**src/rtl/core/pcs_pkg.sv**
```systemverilog
package pcs_pkg;

  localparam int LANES      = 3;
  localparam int PIX_W      = 8;
  localparam int SEG_STAGES = 3;   // select, multiply, numerator
  localparam int DIV_STAGES = 9;   // one quotient bit per stage
  localparam int PIPE_STAGES = SEG_STAGES + DIV_STAGES;
  localparam int PROD_W     = 2 * PIX_W;
  localparam int NUM_W      = PROD_W + 2;
  localparam int DEN_W      = PIX_W + 1;
  localparam int QUO_W      = DIV_STAGES;

  localparam int CFG_ADDR_W = 3;
  localparam logic [CFG_ADDR_W-1:0] REG_KNEE1_IN  = 3'd0;
  localparam logic [CFG_ADDR_W-1:0] REG_KNEE1_OUT = 3'd1;
  localparam logic [CFG_ADDR_W-1:0] REG_KNEE2_IN  = 3'd2;
  localparam logic [CFG_ADDR_W-1:0] REG_KNEE2_OUT = 3'd3;
  localparam logic [CFG_ADDR_W-1:0] REG_COLOR     = 3'd4;

  localparam logic [PIX_W-1:0] PIX_MAX = 8'hFF;

  typedef struct packed {
    logic [PIX_W-1:0] knee1_in;
    logic [PIX_W-1:0] knee1_out;
    logic [PIX_W-1:0] knee2_in;
    logic [PIX_W-1:0] knee2_out;
  } knee_cfg_t;

  // segment front end to divider: round-half-up as (2n + d) / (2d)
  typedef struct packed {
    logic [NUM_W-1:0] num;
    logic [DEN_W-1:0] den;
    logic             force_max;
  } div_req_t;

endpackage

```
**src/rtl/core/pcs_seg.sv**
```systemverilog
module pcs_seg (
  input  logic                                   clk,
  input  logic [pcs_pkg::SEG_STAGES-1:0]         en,
  input  pcs_pkg::knee_cfg_t                     knees,
  input  logic [pcs_pkg::PIX_W-1:0]              sample,
  output pcs_pkg::div_req_t                      req
);

  localparam int W = pcs_pkg::PIX_W;

  // stage 0: segment choice
  logic [W-1:0] base, den, slope, span;
  logic         neg, force_max;
  logic [W-1:0] base_r, den_r, slope_r, span_r;
  logic         neg_r, force_r;

  // stage 1: products
  logic [pcs_pkg::PROD_W-1:0] prod_bd, prod_st;
  logic [W-1:0]               den_m;
  logic                       neg_m, force_m;

  logic [pcs_pkg::PROD_W:0]   n_sum;
  logic [pcs_pkg::PROD_W-1:0] n_val;

  always_comb begin
    base      = '0;
    den       = knees.knee1_in;
    slope     = knees.knee1_out;
    span      = sample;
    neg       = 1'b0;
    force_max = 1'b0;
    priority if (sample < knees.knee1_in) begin
      base  = '0;
      den   = knees.knee1_in;
      slope = knees.knee1_out;
      span  = sample;
    end else if (sample < knees.knee2_in) begin
      base = knees.knee1_out;
      den  = knees.knee2_in - knees.knee1_in;
      span = sample - knees.knee1_in;
      if (knees.knee2_out >= knees.knee1_out) begin
        slope = knees.knee2_out - knees.knee1_out;
      end else begin
        slope = knees.knee1_out - knees.knee2_out;
        neg   = 1'b1;
      end
    end else begin
      base      = knees.knee2_out;
      den       = pcs_pkg::PIX_MAX - knees.knee2_in;
      slope     = pcs_pkg::PIX_MAX - knees.knee2_out;
      span      = sample - knees.knee2_in;
      force_max = (knees.knee2_in == pcs_pkg::PIX_MAX);
    end
  end

  always_ff @(posedge clk) begin
    if (en[0]) begin
      base_r  <= base;
      den_r   <= den;
      slope_r <= slope;
      span_r  <= span;
      neg_r   <= neg;
      force_r <= force_max;
    end
    if (en[1]) begin
      prod_bd <= {{W{1'b0}}, base_r} * {{W{1'b0}}, den_r};
      prod_st <= {{W{1'b0}}, slope_r} * {{W{1'b0}}, span_r};
      den_m   <= den_r;
      neg_m   <= neg_r;
      force_m <= force_r;
    end
    if (en[2]) begin
      req.num       <= {1'b0, n_val, 1'b0} + {{(pcs_pkg::NUM_W-W){1'b0}}, den_m};
      req.den       <= {den_m, 1'b0};
      req.force_max <= force_m;
    end
  end

  // the line value is never negative and never exceeds 255 * den
  always_comb begin
    if (neg_m) begin
      n_sum = {1'b0, prod_bd} - {1'b0, prod_st};
    end else begin
      n_sum = {1'b0, prod_bd} + {1'b0, prod_st};
    end
    n_val = n_sum[pcs_pkg::PROD_W-1:0];
  end

endmodule

```
**src/rtl/core/pcs_div.sv**
```systemverilog
module pcs_div (
  input  logic                             clk,
  input  logic [pcs_pkg::DIV_STAGES-1:0]   en,
  input  pcs_pkg::div_req_t                req,
  output logic [pcs_pkg::PIX_W-1:0]        result
);

  localparam int N  = pcs_pkg::DIV_STAGES;
  localparam int NW = pcs_pkg::NUM_W;
  localparam int QW = pcs_pkg::QUO_W;

  logic [NW-1:0]               rem   [N+1];
  logic [QW-1:0]               quo   [N+1];
  logic [pcs_pkg::DEN_W-1:0]   den   [N+1];
  logic                        fmax  [N+1];

  assign rem[0]  = req.num;
  assign quo[0]  = '0;
  assign den[0]  = req.den;
  assign fmax[0] = req.force_max;

  // stage j resolves quotient bit N-1-j
  for (genvar j = 0; j < N; j++) begin : g_stage
    localparam int SH = N - 1 - j;
    logic [NW-1:0] trial;
    logic          fits;

    assign trial = {{(NW - pcs_pkg::DEN_W){1'b0}}, den[j]} << SH;
    assign fits  = (rem[j] >= trial);

    always_ff @(posedge clk) begin
      if (en[j]) begin
        rem[j+1]  <= fits ? rem[j] - trial : rem[j];
        quo[j+1]  <= quo[j] | (QW'(fits) << SH);
        den[j+1]  <= den[j];
        fmax[j+1] <= fmax[j];
      end
    end
  end

  always_comb begin
    if (fmax[N] || quo[N][QW-1:pcs_pkg::PIX_W] != '0) begin
      result = pcs_pkg::PIX_MAX;
    end else begin
      result = quo[N][pcs_pkg::PIX_W-1:0];
    end
  end

endmodule

```
**src/rtl/core/piecewise_linear_contrast_stretch_top.sv**
```systemverilog
// Channel  Dir  Signals                       Payload
// s        in   s_tvalid s_tready s_tdata     sample_0, sample_1, sample_2
// m        out  m_tvalid m_tready m_tdata     out_0, out_1, out_2
// cfg      in   cfg_we cfg_addr cfg_wdata     knee1_in knee1_out knee2_in knee2_out color_mode
//
// One pixel per clock sustained while m_tready is high; a pixel passes through
// 3 segment stages, 9 divider stages with one quotient bit each, and the output
// register; the first stage loads on the accepting edge.
// Three lanes run the same segment/divider pipe, one per channel.
// rst clears valid bits and m_tvalid and presets knees and color_mode; no clearing pass.
// A stage holds only when every stage after it is full, so bubbles collapse
// while m_tready is low.
module piecewise_linear_contrast_stretch_top (
  input  logic                              clk,
  input  logic                              rst,
  input  logic                              s_tvalid,
  output logic                              s_tready,
  input  logic [23:0]                       s_tdata,   // sample_0, sample_1, sample_2
  output logic                              m_tvalid,
  input  logic                              m_tready,
  output logic [23:0]                       m_tdata,   // out_0, out_1, out_2
  input  logic                              cfg_we,
  input  logic [pcs_pkg::CFG_ADDR_W-1:0]    cfg_addr,
  input  logic [pcs_pkg::PIX_W-1:0]         cfg_wdata
);

  localparam int S = pcs_pkg::PIPE_STAGES;
  localparam int W = pcs_pkg::PIX_W;
  localparam int L = pcs_pkg::LANES;

  pcs_pkg::knee_cfg_t knees;
  logic               color_mode;

  logic [S-1:0] valid;
  logic [S:0]   rdy;
  logic [W-1:0] lane_out [L];

  always_ff @(posedge clk) begin
    if (rst) begin
      knees.knee1_in  <= '0;
      knees.knee1_out <= '0;
      knees.knee2_in  <= pcs_pkg::PIX_MAX;
      knees.knee2_out <= pcs_pkg::PIX_MAX;
      color_mode      <= 1'b1;
    end else if (cfg_we) begin
      unique case (cfg_addr)
        pcs_pkg::REG_KNEE1_IN:  knees.knee1_in  <= cfg_wdata;
        pcs_pkg::REG_KNEE1_OUT: knees.knee1_out <= cfg_wdata;
        pcs_pkg::REG_KNEE2_IN:  knees.knee2_in  <= cfg_wdata;
        pcs_pkg::REG_KNEE2_OUT: knees.knee2_out <= cfg_wdata;
        pcs_pkg::REG_COLOR:     color_mode      <= cfg_wdata[0];
        default: ;
      endcase
    end
  end

  always_comb begin
    rdy[S] = !m_tvalid || m_tready;
    for (int k = S - 1; k >= 0; k--) begin
      rdy[k] = !valid[k] || rdy[k+1];
    end
  end

  assign s_tready = rdy[0];

  always_ff @(posedge clk) begin
    if (rst) begin
      valid    <= '0;
      m_tvalid <= 1'b0;
    end else begin
      if (rdy[0]) begin
        valid[0] <= s_tvalid;
      end
      for (int k = 1; k < S; k++) begin
        if (rdy[k]) begin
          valid[k] <= valid[k-1];
        end
      end
      if (rdy[S]) begin
        m_tvalid <= valid[S-1];
      end
    end
  end

  for (genvar i = 0; i < L; i++) begin : g_lane
    pcs_pkg::div_req_t req;

    pcs_seg u_seg (
      .clk    (clk),
      .en     (rdy[pcs_pkg::SEG_STAGES-1:0]),
      .knees  (knees),
      .sample (s_tdata[i*W +: W]),
      .req    (req)
    );

    pcs_div u_div (
      .clk    (clk),
      .en     (rdy[S-1:pcs_pkg::SEG_STAGES]),
      .req    (req),
      .result (lane_out[i])
    );
  end

  // merge: gray mode keeps lane 0 only
  always_ff @(posedge clk) begin
    if (rdy[S]) begin
      m_tdata[W-1:0] <= lane_out[0];
      for (int i = 1; i < L; i++) begin
        m_tdata[i*W +: W] <= color_mode ? lane_out[i] : '0;
      end
    end
  end

  a_gray_zero: assert property (@(posedge clk) disable iff (rst)
    m_tvalid && !color_mode && $stable(color_mode) && $past(m_tvalid && m_tready)
      |-> m_tdata[23:8] == '0)
    else $error("gray mode result with nonzero upper lanes");

  a_accept_enters: assert property (@(posedge clk) disable iff (rst)
    s_tvalid && s_tready |=> valid[0])
    else $error("accepted request not in first stage");

  a_full_stall: assert property (@(posedge clk) disable iff (rst)
    m_tvalid && !m_tready && (&valid) |-> !s_tready)
    else $error("request taken with pipe full and output stalled");

  a_bubble_ready: assert property (@(posedge clk) disable iff (rst)
    !valid[0] |-> s_tready)
    else $error("first stage empty but input not ready");

endmodule
```
**config.mk**
```make
export PLATFORM = sky130hd
export DESIGN_NAME = piecewise_linear_contrast_stretch_top
export DESIGN_NICKNAME = d
export VERILOG_FILES = /design/src/rtl/core/pcs_pkg.sv /design/src/rtl/core/pcs_seg.sv /design/src/rtl/core/pcs_div.sv /design/src/rtl/core/piecewise_linear_contrast_stretch_top.sv
export SDC_FILE = /design/constraint.sdc
export NUM_CORES = 2
export LEC_CHECK = 0
export ABC_AREA = 1
export BUFFER_PORTS_ARGS = -buffer_cell sky130_fd_sc_hd__buf_2
export CAP_MARGIN = 25
export CORE_MARGIN = 2
export CORE_UTILIZATION = 55
export CTS_BUF_LIST = sky130_fd_sc_hd__clkbuf_8 sky130_fd_sc_hd__clkbuf_16
export CTS_CLUSTER_SIZE = 25
export DETAILED_ROUTE_END_ITERATION = 10
export GPL_TIMING_DRIVEN = 0
export PLACE_DENSITY = 0.74
export SLEW_MARGIN = 20
export SYNTH_ARGS = -nofsm -noshare
export SYNTH_HDL_FRONTEND = slang
export SYNTH_SLANG_ARGS = --single-unit
```
**constraint.sdc**
```tcl
create_clock -name clk -period 9.5 [get_ports clk]
set_clock_uncertainty 0.05 [all_clocks]
set_input_delay 0 -clock clk [delete_from_list [all_inputs] [get_ports clk]]
set_output_delay 0 -clock clk [all_outputs]
set_load 0.1 [all_outputs]
```
==> flow_metrics.tcl <==
set metrics [dict create \
    combPwrFrac_pct 51.1 \
    layout.nets 8861 \
    port_buffers 65 \
    num_rows 133 \
    start_util_pct 55.5 \
    clk_pin_slew_ns 0.07 \
    final_hold_viol_count 0 \
    viasPerCell 5.24 \
    die_w_um 369 \
    core_um2 132000 \
    fillCellCount 10700 \
    synth-seq-area-share_pct 46.1 \
    hold_path.class "in2reg" \
    async_flop_share_pct 0 \
    cts_setup_buffers 0 \
    dp_hpwl_um 119000 \
    switching_share_pct 41.7 \
    yosys.area_share.simple_pct 15.6 \
    die_area_um2 136000 \
    clock_latency_ns 0.75 \
    netlist_area_um2 73200 \
    synth_xor_area_share_pct 4.68 \
    clock_path_buffers 3 \
    worstRegToRegCells 16 \
    ys_seq_elements 1138 \
    synth_top_family_by_area "adder cells" \
    post-route-period-util_pct 53.3 \
    arrival_ns 5.01 \
    crit_path_end_kind "output port" \
    fin_crit_ns 5.06 \
    grt_start_max_net_pins 85 \
    post-route-util_pct 61.3 \
    area_growth_pct 10.3 \
    p_int_mw 16.6 \
    max_cap_violations 0 \
    seq_power_share_pct 32.6 \
    htree_levels 3 \
    rsz0062_at_grt "no" \
    synth_ff_type "edfxtp_1" \
    synth_compound_area_share_pct 8.15 \
    slew_viol_final 0 \
    drtPass1Iterations 5 \
    synthAdderAreaFrac_pct 16.7 \
    worstMarginPinSlew_ns 0.960 \
    ys_warn_count 0 \
    max_freq_mhz 198 \
    synth_cell_types 70 \
    p_clk_share_pct 16.3 \
    cts_tree "done" \
    via_count 51600 \
    status "finished, final reports clean" \
    syn-num-nets 8602 \
    syn_area_per_cell_um2 9.46 \
    cts.root.buffer_cell "clkbuf_16" \
    worstPathMaxFanout 56 \
    power_density_nw_per_um2 353 \
    drt-initial-drc-count 3279 \
    gr-total-overflow 0 \
    worst_ir_drop_vdd_mv 0.387 \
    wire_per_inst_um 15.4 \
    antenna_found_initial 4 \
    whs_ns 0.0675 \
    switching_power_mw 11.9 \
    critPathLaunchType "flip-flop" \
    leakagePower_nw 39.0 \
    synth_edf_count 1092 \
    grt_pass1_wl_um 252000 \
    critPathKind "reg2out" \
    postSynthCellCount 7739 \
    ant_nets 0 \
    cts_resized 0 \
    setup-violations-final 0 \
    cp.required_ns 9.45 \
    drt_wl_total_um 152000 \
    drc 0 \
    synthMuxAreaShare_pct 0 \
    timing.setup.tns_ns 0 \
    final_layout_size_suffix_gt1_share_pct 6.41 \
    dpl_cell_area_um2 76200 \
    routabilityCongestion 0.957 \
    ios 66 \
    relSlewSlack_pct 35.7 \
    first_global_vias 52100 \
    design_area_um2 80700 \
    hold_depth 4 \
    grtUsageTotal_pct 22.7 \
    cts_made_buffers 118 \
    cts_sinks 1138 \
    die_h_um 369 \
]
[worst paths after layout]
check | slack (ns) | start | to
max reg2reg | 4.51 | g_lane[1].u_seg.den_r[2]$_DFFE_PP_ | g_lane[1].u_seg.prod_bd[13]$_DFFE_PP_
max | 4.44 | m_tvalid$_SDFFE_PP0P_ | s_tready
min | 0.07 | cfg_wdata[1] | knees[9]$_SDFFE_PP1P_
min reg2reg | 0.36 | g_lane[0].u_div.quo[17]$_DFFE_PP_ | g_lane[0].u_div.quo[8]$_DFFE_PP_
[synth_stat cells (11+ instances only)]
| cell type | n | share of area [%] |
|---|---|---|
| a21boi_0 | 14 | 0.14 |
| a21o_1 | 25 | 0.26 |
| a21oi_1 | 400 | 2.7 |
| a21oi_2 | 11 | 0.13 |
| a31oi_1 | 24 | 0.21 |
| buf_2 | 37 | 0.25 |
| buf_4 | 13 | 0.13 |
| clkbuf_1 | 104 | 0.53 |
| dfxtp_1 | 46 | 1.3 |
| edfxtp_1 | 1092 | 45 |
| fa_1 | 255 | 7.0 |
| ha_1 | 568 | 9.7 |
| inv_1 | 1484 | 7.6 |
| inv_2 | 18 | 0.092 |
| nand2_1 | 1627 | 8.3 |
| nand2_2 | 25 | 0.21 |
| nand3_1 | 263 | 1.8 |
| nand3_2 | 12 | 0.16 |
| nand3b_1 | 28 | 0.29 |
| nand4_1 | 99 | 0.85 |
| nor2_1 | 437 | 2.2 |
| nor2_2 | 18 | 0.15 |
| nor3_1 | 68 | 0.46 |
| nor4_1 | 29 | 0.25 |
| o211ai_1 | 34 | 0.35 |
| o21a_1 | 11 | 0.11 |
| o21ai_0 | 271 | 1.9 |
| o21ai_1 | 80 | 0.55 |
| o21ai_2 | 34 | 0.41 |
| o21bai_1 | 26 | 0.27 |
| o221ai_1 | 29 | 0.35 |
| o22ai_1 | 45 | 0.38 |
| or2_2 | 26 | 0.22 |
| xnor2_1 | 133 | 1.6 |
| xor2_1 | 256 | 3.1 |
[through the flow]
step | instances | worst slack (ns) | power, mW
global placement | 9559 | -1.16 | 23.4
floorplan | 7739 | 0.154 | 20.5
finish | 9856 | 4.44 | 28.5
global route | 9856 | 4.07 | 31.1
detailed placement | 9573 | 4.52 | 23.8
CTS | 9853 | 3.71 | 28.6
[critical path, cell delays in order (launching register included)]
cell,delay (ns)
dfxtp_1,0.41
nand3_2,0.39
nor2_2,0.39
nand4_4,0.54
nor2_2,0.52
nand4_4,0.31
buf_12,0.27
nor2_2,0.36
nand3_4,0.18
buf_16,0.23
buf_16,0.24
buf_2,0.34
[what timing repair did]
item	CTS	global route
endpoints found under the setup margin	0	0
hold buffers	58	1
endpoints found under the hold margin	67	11
[per-layer routing]
metal | share of wire, % | track usage (%) | vias to the layer above
met5 | 0.024 | 0 | -
met4 | 3.9 | 9.58 | 6
met3 | 4.3 | 2.78 | 366
met2 | 51 | 41.5 | 1139
met1 | 41 | 26.8 | 24200
li1 | - | - | 25900
[registers in the layout, indices dropped and copies added (netlist names)]
signal	cells
g_lane.u_seg.neg_r	3
g_lane.u_div.rem	432
g_lane.u_seg.prod_st	48
g_lane.u_seg.base_r	24
g_lane.u_seg.neg_m	3
g_lane.u_seg.span_r	24
color_mode	1
m_tvalid	1
g_lane.u_div.quo	135
g_lane.u_div.den	168
g_lane.u_seg.req	78
g_lane.u_seg.slope_r	24
g_lane.u_seg.prod_bd	48
g_lane.u_seg.force_r	3
m_tdata	24
valid	12
g_lane.u_seg.den_m	24
g_lane.u_seg.force_m	3
g_lane.u_div.fmax	27
g_lane.u_seg.den_r	24
knees	32
[power groups by stage]
stage	registers (mW)	logic, mW	clock network [mW]
final	9.30	14.6	4.63
after global routing	9.51	16.7	4.94
after CTS	9.30	14.6	4.74
after detailed placement	9.39	14.5	0
after global placement	9.33	14.0	0
after floorplan	9.15	11.4	0
[layout make-up]
class / count / area (um^2) / area share, %
clock inverter: 102 / 965 / 1.19
clock buffer: 120 / 2980 / 3.69
multi-input combinational: 4928 / 33100 / 41.0
buffer: 164 / 781 / 0.967
antenna: 1 / 2.50 / 0.00310
sequential: 1138 / 33700 / 41.8
timing repair buffer: 139 / 1310 / 1.62
inverter: 1509 / 5680 / 7.04
tap: 1755 / 2200 / 2.72
[cell families after synthesis]
family,count (synthesis)
XOR/XNOR,390
flip-flops,1138
adder cells (fa/ha/maj),823
AND/OR/NAND/NOR,2682
AO/OA/AOI/OAI,1033
buffers and inverters,1673
[cells in the final DEF, fill, tap and decap left out, types with 12 or more instances in the layout]
master and instances:
a21boi_0 14, a21o_1 25, a21oi_1 400, a31oi_1 24, buf_16 12, buf_2 102
buf_4 13, bufinv_16 13, clkbuf_1 104, clkbuf_16 118, clkinv_1 26, clkinv_2 26
dfxtp_1 46, dlygate4sd3_1 59, edfxtp_1 1092, fa_1 255, ha_1 568, inv_1 1495
inv_2 18, nand2_1 1623, nand2_2 26, nand3_1 263, nand3b_1 28, nand4_1 99
nor2_1 437, nor2_2 18, nor3_1 68, nor4_1 29, o211ai_1 34, o21ai_0 271
o21ai_1 80, o21ai_2 34, o21bai_1 26, o221ai_1 29, o22ai_1 45, or2_2 26
xnor2_1 133, xor2_1 256
(Power assumes the default switching activity.)
